==> config.mk <==
export PLATFORM = sky130hd
export DESIGN_NAME = array_bst_insert_mirror_sum
export DESIGN_NICKNAME = d
export VERILOG_FILES = /design/src/sv/abst_pkg.sv /design/src/sv/abst_ram.sv /design/src/sv/array_bst_insert_mirror_sum.sv
export SDC_FILE = /design/constraint.sdc
export NUM_CORES = 2
export LEC_CHECK = 0
export BUFFER_PORTS_ARGS = -buffer_cell sky130_fd_sc_hd__buf_2
export CAP_MARGIN = 20
export CORE_MARGIN = 8
export CORE_UTILIZATION = 40
export CTS_BUF_LIST = sky130_fd_sc_hd__clkbuf_2 sky130_fd_sc_hd__clkbuf_4 sky130_fd_sc_hd__clkbuf_8
export DETAILED_ROUTE_END_ITERATION = 16
export PLACE_DENSITY_LB_ADDON = 0.3
export SYNTH_ARGS = -nofsm -noshare
export SYNTH_HDL_FRONTEND = slang
export SYNTH_SLANG_ARGS = --single-unit
==> constraint.sdc <==
create_clock -name clk -period 10.2 [get_ports clk]
set_clock_uncertainty 0.2 [all_clocks]
set_input_delay 2.55 -clock clk [delete_from_list [all_inputs] [get_ports clk]]
set_output_delay 2.55 -clock clk [all_outputs]
set_load 0.01 [all_outputs]
==> src/sv/abst_pkg.sv <==
`default_nettype none

package abst_pkg;

    localparam int TREE_SLOTS = 63;
    localparam int IDX_W      = (TREE_SLOTS > 1) ? $clog2(TREE_SLOTS) : 1;
    localparam int VAL_W      = 8;
    localparam int SLOT_W     = 6;
    localparam int SUM_W      = 15;

    localparam logic [VAL_W-1:0] EMPTY_MARK = 8'd32;
    localparam logic [SUM_W-1:0] SUM_MAX    = 15'd32767;

    localparam logic [1:0] KIND_INSERT = 2'd0;
    localparam logic [1:0] KIND_MIRROR = 2'd1;
    localparam logic [1:0] KIND_SUM    = 2'd2;

    typedef struct packed {
        logic [1:0]       kind;
        logic [VAL_W-1:0] value;
    } req_item_t;

    typedef struct packed {
        logic              placed;
        logic [SLOT_W-1:0] slot;
        logic [SUM_W-1:0]  weighted_sum;
    } rsp_item_t;

    // mirror position of a slot within its level: flip the bits below the level bit
    function automatic logic [IDX_W:0] mirror_idx(input logic [IDX_W-1:0] i);
        logic [IDX_W:0] j;
        logic [IDX_W:0] w;
        j = {1'b0, i} + (IDX_W+1)'(1);
        w = '0;
        for (int b = 0; b <= IDX_W; b++) begin
            if (j[b]) begin
                w = (IDX_W+1)'(1) << b;
            end
        end
        return (j ^ (w - (IDX_W+1)'(1))) - (IDX_W+1)'(1);
    endfunction

endpackage

`default_nettype wire

==> src/sv/abst_ram.sv <==
`default_nettype none

module abst_ram #(
    parameter int WIDTH = 8,
    parameter int DEPTH = 64,
    localparam int AW   = (DEPTH > 1) ? $clog2(DEPTH) : 1
) (
    input  wire logic             clk,
    input  wire logic             we,
    input  wire logic [AW-1:0]    waddr,
    input  wire logic [WIDTH-1:0] wdata,
    input  wire logic [AW-1:0]    raddr,
    output logic      [WIDTH-1:0] rdata
);

    logic [WIDTH-1:0] mem [DEPTH];

    always_ff @(posedge clk)
    begin
        if (we)
        begin
            mem[waddr] <= wdata;
        end
        rdata <= mem[raddr];
    end

endmodule

`default_nettype wire

==> src/sv/array_bst_insert_mirror_sum.sv <==
// channel | direction | handshake           | payload
// req     | in        | req_valid/req_stall | req_item_t  (kind, value)
// rsp     | out       | rsp_valid/rsp_stall | rsp_item_t  (placed, slot, weighted_sum)
// Insert: one RAM read per level walked, then S_DONE. Unused kind: all-zero result.
// Mirror and sum: one slot read per cycle over all TREE_SLOTS slots.
// One item at a time; req_stall is high while an item is at work.
// Reset clears the per-slot valid bits at once (invalid slots read as empty); no sweep.
// The next item is taken while a result still waits in the output register.
`default_nettype none

module array_bst_insert_mirror_sum
    import abst_pkg::*;
(
    input  wire logic      clk,
    input  wire logic      rst_n,
    input  wire logic      req_valid,
    output logic           req_stall,
    input  wire req_item_t req,
    output logic           rsp_valid,
    input  wire logic      rsp_stall,
    output rsp_item_t      rsp
);

    typedef enum logic [2:0] {
        S_IDLE,
        S_INS_RD,
        S_INS_CHK,
        S_STREAM,
        S_DONE
    } state_t;

    localparam logic [IDX_W-1:0] LAST_IDX  = IDX_W'(TREE_SLOTS - 1);
    localparam logic [IDX_W:0]   SLOTS_EXT = (IDX_W+1)'(TREE_SLOTS);

    state_t                  state_reg, state_next;
    logic                    rsp_valid_reg, rsp_valid_next;
    logic                    bank_reg, bank_next;
    logic [TREE_SLOTS-1:0]   valid_reg, valid_next;
    logic                    issue_reg, issue_next;
    logic                    pend_reg, pend_next;
    logic                    rvld_reg, rvld_next;

    rsp_item_t               rsp_reg, rsp_next;
    rsp_item_t               res_reg, res_next;
    logic [1:0]              kind_reg, kind_next;
    logic [VAL_W-1:0]        value_reg, value_next;
    logic [IDX_W-1:0]        idx_reg, idx_next;
    logic [IDX_W-1:0]        cnt_reg, cnt_next;
    logic [IDX_W-1:0]        pidx_reg, pidx_next;
    logic [TREE_SLOTS-1:0]   reach_reg, reach_next;
    logic [TREE_SLOTS-1:0]   wvalid_reg, wvalid_next;

    logic [IDX_W-1:0]        raddr;
    logic                    we0, we1;
    logic [IDX_W-1:0]        waddr;
    logic [VAL_W-1:0]        wdata;
    logic [VAL_W-1:0]        rdata0, rdata1;
    logic [VAL_W-1:0]        d_eff;

    logic [IDX_W:0]          child;
    logic [IDX_W:0]          mirr;
    logic                    par_ok;
    logic                    reach_now;
    logic [VAL_W:0]          add_val;
    logic [SUM_W:0]          sum_tmp;

    abst_ram #(
        .WIDTH (VAL_W),
        .DEPTH (TREE_SLOTS)
    ) u_ram0 (
        .clk   (clk),
        .we    (we0),
        .waddr (waddr),
        .wdata (wdata),
        .raddr (raddr),
        .rdata (rdata0)
    );

    abst_ram #(
        .WIDTH (VAL_W),
        .DEPTH (TREE_SLOTS)
    ) u_ram1 (
        .clk   (clk),
        .we    (we1),
        .waddr (waddr),
        .wdata (wdata),
        .raddr (raddr),
        .rdata (rdata1)
    );

    assign req_stall = (state_reg != S_IDLE);
    assign rsp_valid = rsp_valid_reg;
    assign rsp       = rsp_reg;

    assign raddr     = (state_reg == S_INS_RD) ? idx_reg : cnt_reg;
    assign rvld_next = valid_reg[raddr];
    assign d_eff     = rvld_reg ? (bank_reg ? rdata1 : rdata0) : EMPTY_MARK;

    always_comb
    begin
        state_next     = state_reg;
        rsp_valid_next = rsp_valid_reg;
        bank_next      = bank_reg;
        valid_next     = valid_reg;
        issue_next     = issue_reg;
        pend_next      = pend_reg;
        rsp_next       = rsp_reg;
        res_next       = res_reg;
        kind_next      = kind_reg;
        value_next     = value_reg;
        idx_next       = idx_reg;
        cnt_next       = cnt_reg;
        pidx_next      = pidx_reg;
        reach_next     = reach_reg;
        wvalid_next    = wvalid_reg;
        we0            = 1'b0;
        we1            = 1'b0;
        waddr          = idx_reg;
        wdata          = value_reg;
        child          = {idx_reg, 1'b0} + ((value_reg < d_eff) ? (IDX_W+1)'(1)
                                                                 : (IDX_W+1)'(2));
        mirr           = mirror_idx(pidx_reg);
        par_ok         = (pidx_reg == '0) || reach_reg[(pidx_reg - IDX_W'(1)) >> 1];
        reach_now      = (d_eff != EMPTY_MARK) && par_ok;
        add_val        = pidx_reg[0] ? {d_eff, 1'b0} : {1'b0, d_eff};
        sum_tmp        = {1'b0, res_reg.weighted_sum} + (SUM_W+1)'(add_val);

        if (rsp_valid_reg && !rsp_stall)
        begin
            rsp_valid_next = 1'b0;
        end

        unique case (state_reg)
            S_IDLE:
            begin
                if (req_valid)
                begin
                    kind_next   = req.kind;
                    value_next  = req.value;
                    res_next    = '0;
                    idx_next    = '0;
                    cnt_next    = '0;
                    issue_next  = 1'b1;
                    pend_next   = 1'b0;
                    wvalid_next = '0;
                    unique case (req.kind) inside
                        KIND_INSERT:         state_next = S_INS_RD;
                        KIND_MIRROR, KIND_SUM: state_next = S_STREAM;
                        default:             state_next = S_DONE;
                    endcase
                end
            end

            S_INS_RD:
            begin
                state_next = S_INS_CHK;
            end

            S_INS_CHK:
            begin
                if (d_eff == EMPTY_MARK)
                begin
                    we0                 = !bank_reg;
                    we1                 = bank_reg;
                    valid_next[idx_reg] = 1'b1;
                    res_next.placed     = 1'b1;
                    res_next.slot       = SLOT_W'({{SLOT_W{1'b0}}, idx_reg});
                    state_next          = S_DONE;
                end
                else if (child >= SLOTS_EXT)
                begin
                    state_next = S_DONE;
                end
                else
                begin
                    idx_next   = child[IDX_W-1:0];
                    state_next = S_INS_RD;
                end
            end

            S_STREAM:
            begin
                if (issue_reg)
                begin
                    pend_next = 1'b1;
                    pidx_next = cnt_reg;
                    if (cnt_reg == LAST_IDX)
                    begin
                        issue_next = 1'b0;
                    end
                    else
                    begin
                        cnt_next = cnt_reg + IDX_W'(1);
                    end
                end
                else
                begin
                    pend_next = 1'b0;
                end

                if (pend_reg)
                begin
                    if (kind_reg == KIND_MIRROR)
                    begin
                        reach_next[pidx_reg] = reach_now;
                        if (reach_now && (mirr < SLOTS_EXT))
                        begin
                            we0                           = bank_reg;
                            we1                           = !bank_reg;
                            waddr                         = mirr[IDX_W-1:0];
                            wdata                         = d_eff;
                            wvalid_next[mirr[IDX_W-1:0]]  = 1'b1;
                        end
                    end
                    else if (d_eff != EMPTY_MARK)
                    begin
                        res_next.weighted_sum = (sum_tmp > {1'b0, SUM_MAX}) ? SUM_MAX
                                                                           : sum_tmp[SUM_W-1:0];
                    end
                    if (!issue_reg)
                    begin
                        state_next = S_DONE;
                    end
                end
            end

            S_DONE:
            begin
                if (!rsp_valid_reg || !rsp_stall)
                begin
                    rsp_next       = res_reg;
                    rsp_valid_next = 1'b1;
                    if (kind_reg == KIND_MIRROR)
                    begin
                        bank_next  = !bank_reg;
                        valid_next = wvalid_reg;
                    end
                    state_next = S_IDLE;
                end
            end

            default:
            begin
                state_next = S_IDLE;
            end
        endcase
    end

    always_ff @(posedge clk or negedge rst_n)
    begin
        if (!rst_n)
        begin
            state_reg     <= S_IDLE;
            rsp_valid_reg <= 1'b0;
            bank_reg      <= 1'b0;
            valid_reg     <= '0;
            issue_reg     <= 1'b0;
            pend_reg      <= 1'b0;
            rvld_reg      <= 1'b0;
            rsp_reg       <= '0;
        end
        else
        begin
            state_reg     <= state_next;
            rsp_valid_reg <= rsp_valid_next;
            bank_reg      <= bank_next;
            valid_reg     <= valid_next;
            issue_reg     <= issue_next;
            pend_reg      <= pend_next;
            rvld_reg      <= rvld_next;
            rsp_reg       <= rsp_next;
        end
    end

    always_ff @(posedge clk)
    begin
        res_reg    <= res_next;
        kind_reg   <= kind_next;
        value_reg  <= value_next;
        idx_reg    <= idx_next;
        cnt_reg    <= cnt_next;
        pidx_reg   <= pidx_next;
        reach_reg  <= reach_next;
        wvalid_reg <= wvalid_next;
    end

endmodule

`default_nettype wire

==> metrics.yaml <==
synthArstFlopShare_pct: 7.37
rsz0062_at_grt: "false"
p_comb_share_pct: 37.8
fmax_ghz: 0.132
max_slew_margin_pct: 21.8
clock_sinks: 1262
routabilityCongestion: 0.859
grt_pass1_wl_um: 230000
start_kind: "register"
totalWireLength_um: 154000
clk_latency_ns: 0.90
period_minus_slack_ns: 7.59
fin_nets: 4570
cts_resized: 0
internal-power_mw: 10.4
finalHoldViolCount: 0
ant_nets: 0
cts_made_buffers: 196
rows: 135
end_kind: "register"
multi_input_area_um2: 16200
die-width_um: 385
max_stage_delay_ns: 0.96
synth_cells: 4539
mappedNetlistArea_um2: 54600
gr-total-overflow: 0
routed_via_density: 5.83
cts-root-to-sink-buffers: 3
die_area_um2: 149000
setup_viol: 0
tightest_slew_ns: 1.15
syn_area_per_cell_um2: 12.0
die_height_um: 385
areaGrowthSynthToFinish_pct: 11.3
slew_viol_final: 0
first_pass_iters: 6
io_buffers: 37
crit_path_cell_trace: "ha_1 > nand2_1 > o21ai_0 > nand2_1 > ha_1 > nand4b_1 > o31ai_1 > a22oi_1 > o21ai_1 > nand2_1 > o21ai_0 > a41oi_4 > buf_4 > nand2_1 > mux2_4 > buf_4"
post-dp-hpwl_um: 88800
finalSetupTns_ns: 0
top_regs: "u_ram0.mem x504, u_ram1.mem x504"
yosysWarnings: 0
synth_top_area_share_pct: 63.4
path_common_cell: "nand2_1"
leakagePower_nw: 20.9
htree_levels: 4
track_usage_pct: 20.2
initial_core_util_pct: 40.3
layout-drive-gt1-share_pct: 11.6
grt_pass1_vias: 36347
nFillCells: 12310
crit_arrival_ns: 7.99
totalPowerFinal_mw: 17.4
final_common_cell: "edfxtp_1"
critical_path.top_delay_family: "compound AO/OA/AOI/OAI gates"
hold_buffers: 0
vdd_ir_drop_max_uv: 267
pwr-share-seq_pct: 37.6
vias: 37733
yosysTopAreaCell: "edfxtp_1"
ys_ff_latch: 1262
p_switching_mw: 6.97
ys_types: 79
antenna_found_initial: 4
period_share_pct: 74.4
regArea_um2: 37300
worstPathMaxFanout: 78
crit_buf_inv: 2
cap_violations: 0
fin_area_um2: 60800
slowest_stage: "mux2_4"
io_pins: 38
coreArea_um2: 135000
synth_edf_count: 1153
yosysSeqAreaShare_pct: 68.3
switching_share_pct: 40.1
place_area_um2: 56800
clockPowerShare_pct: 24.6
clk_pin_slew_ns: 0.06
route.detailed.drc: 0
pre_cts_ws_ns: 2.71
outcome: "finished, final reports clean"
fin_ws_ns: 2.61
hp-class: "reg -> reg"
cts_tree: "yes"
synth_fp_nets: 4581
synth-main-ff-cell: "edfxtp_1"
root_buffer: "clkbuf_8"
path_class: "reg -> reg"
whs_ns: 0.275
p_per_area_nw_per_um2: 286
yosys-top-cells-area: "edfxtp_1 (63%), nand2_1 (7.6%), dfrtp_1 (4.3%), a311oi_1 (3.3%), nand3_1 (3.1%)"
crit_required_ns: 10.60
first_iter_violations: 4050
final_cell_mix: "edfxtp_1 (1153), nand2_1 (1109), nand3_1 (337)"
grt_max_degree: 180
postCtsSetupBuffers: 0
wl_per_cell_um: 23.8
-- synth_stat cells (all sizes together) (5+ instances only) --
master and number:
a31oi 81, a22oi 115, nand2 1111, a211oi 52
nand3 337, nand2b 7, o21a 13, mux2i 19
nor3 27, inv 30, nand4 10, and2 14
a311oi 204, and3 137, clkbuf 252, xor2 12
nor2 202, dfrtp 93, edfxtp 1153, nand4b 9
xnor2 17, nor2b 7, nor3b 12, o211ai 6
a21o 13, dfxtp 16, or3 5, mux2 30
a21oi 228, buf 88, mux4 5, ha 27
o22a 63, o21ai 71
-- final cells by class --
type | instances | area share, %
antenna | 3 | 0.0124
clock inverter | 82 | 0.902
timing repair buffer | 131 | 1.74
tap | 1781 | 3.67
clock buffer | 278 | 5.58
inverter | 30 | 0.185
sequential | 1262 | 61.3
multi-input combinational | 2907 | 26.6
-- worst register-to-register path: cells and delay by family (launching register included) --
kind,cells,cell delay (ns)
adder cells (fa/ha/maj),2,1.03
flip-flops,1,0.86
AND/OR/NAND/NOR,5,1.64
AO/OA/AOI/OAI,6,1.68
buffers and inverters,2,0.90
multiplexers,1,0.97
-- per-layer routing --
| layer | up-vias | routed length, um | share of wire [%] | GRT usage [%] |
|---|---|---|---|---|
| met4 | 4 | 4820 | 3.1 | 7.27 |
| met3 | 312 | 13600 | 8.8 | 4.59 |
| li1 | 16987 | - | - | - |
| met1 | 18678 | 64300 | 42 | 27.6 |
| met2 | 1752 | 71400 | 46 | 31.5 |
| met5 | - | 70 | 0.045 | 0.330 |
-- final timing paths --
path,from,endpoint,slack (ns),depth (start not counted)
setup / recovery,pidx_reg[1]$_DFFE_PP_,u_ram0.mem[41][0]$_DFFE_PP_,2.61,16
hold / removal,res_reg[20]$_SDFFCE_PN0P_,rsp[20]$_DFFE_PN0P_,0.28,1
setup reg to reg,pidx_reg[1]$_DFFE_PP_,u_ram0.mem[41][0]$_DFFE_PP_,2.61,16
hold reg to reg,res_reg[20]$_SDFFCE_PN0P_,rsp[20]$_DFFE_PN0P_,0.28,1
max in group asynchronous,rst_n,valid_reg[5]$_DFFE_PN0P_,7.16,2
min in group asynchronous,rst_n,valid_reg[17]$_DFFE_PN0P_,1.45,1
-- power by group through the flow --
stage | Combinational, mW | Sequential (mW) | Clock, mW
final | 6.56 | 6.53 | 4.27
after global routing | 7.05 | 6.57 | 4.56
after CTS | 6.50 | 6.53 | 4.34
after detailed placement | 6.48 | 6.63 | 0
after global placement | 6.42 | 6.62 | 0
after floorplan | 4.19 | 6.57 | 0
-- per-stage QoR --
step / cells / utilization, %
5_1_grt: 6472 / 44.9
3_5_place_dp: 6108 / 41.9
3_3_place_gp: 6105 / 41.9
4_1_cts: 6468 / 44.8
6_report: 6474 / 44.9
2_1_floorplan: 4539 / -
-- cells by family (layout without fill, tap and decap cells) --
| family | Yosys count | after routing | synth area share, % |
|---|---|---|---|
| AO/OA/AOI/OAI | 893 | 893 | 11.5 |
| other | 0 | 3 | 0 |
| adder cells (fa/ha/maj) | 28 | 28 | 0.656 |
| AND/OR/NAND/NOR | 1903 | 1903 | 15.2 |
| flip-flops | 1262 | 1262 | 68.3 |
| buffers and inverters | 370 | 521 | 2.72 |
| multiplexers | 54 | 54 | 1.18 |
| XOR/XNOR | 29 | 29 | 0.465 |
Note: power is estimated with default switching activity, not from simulation.
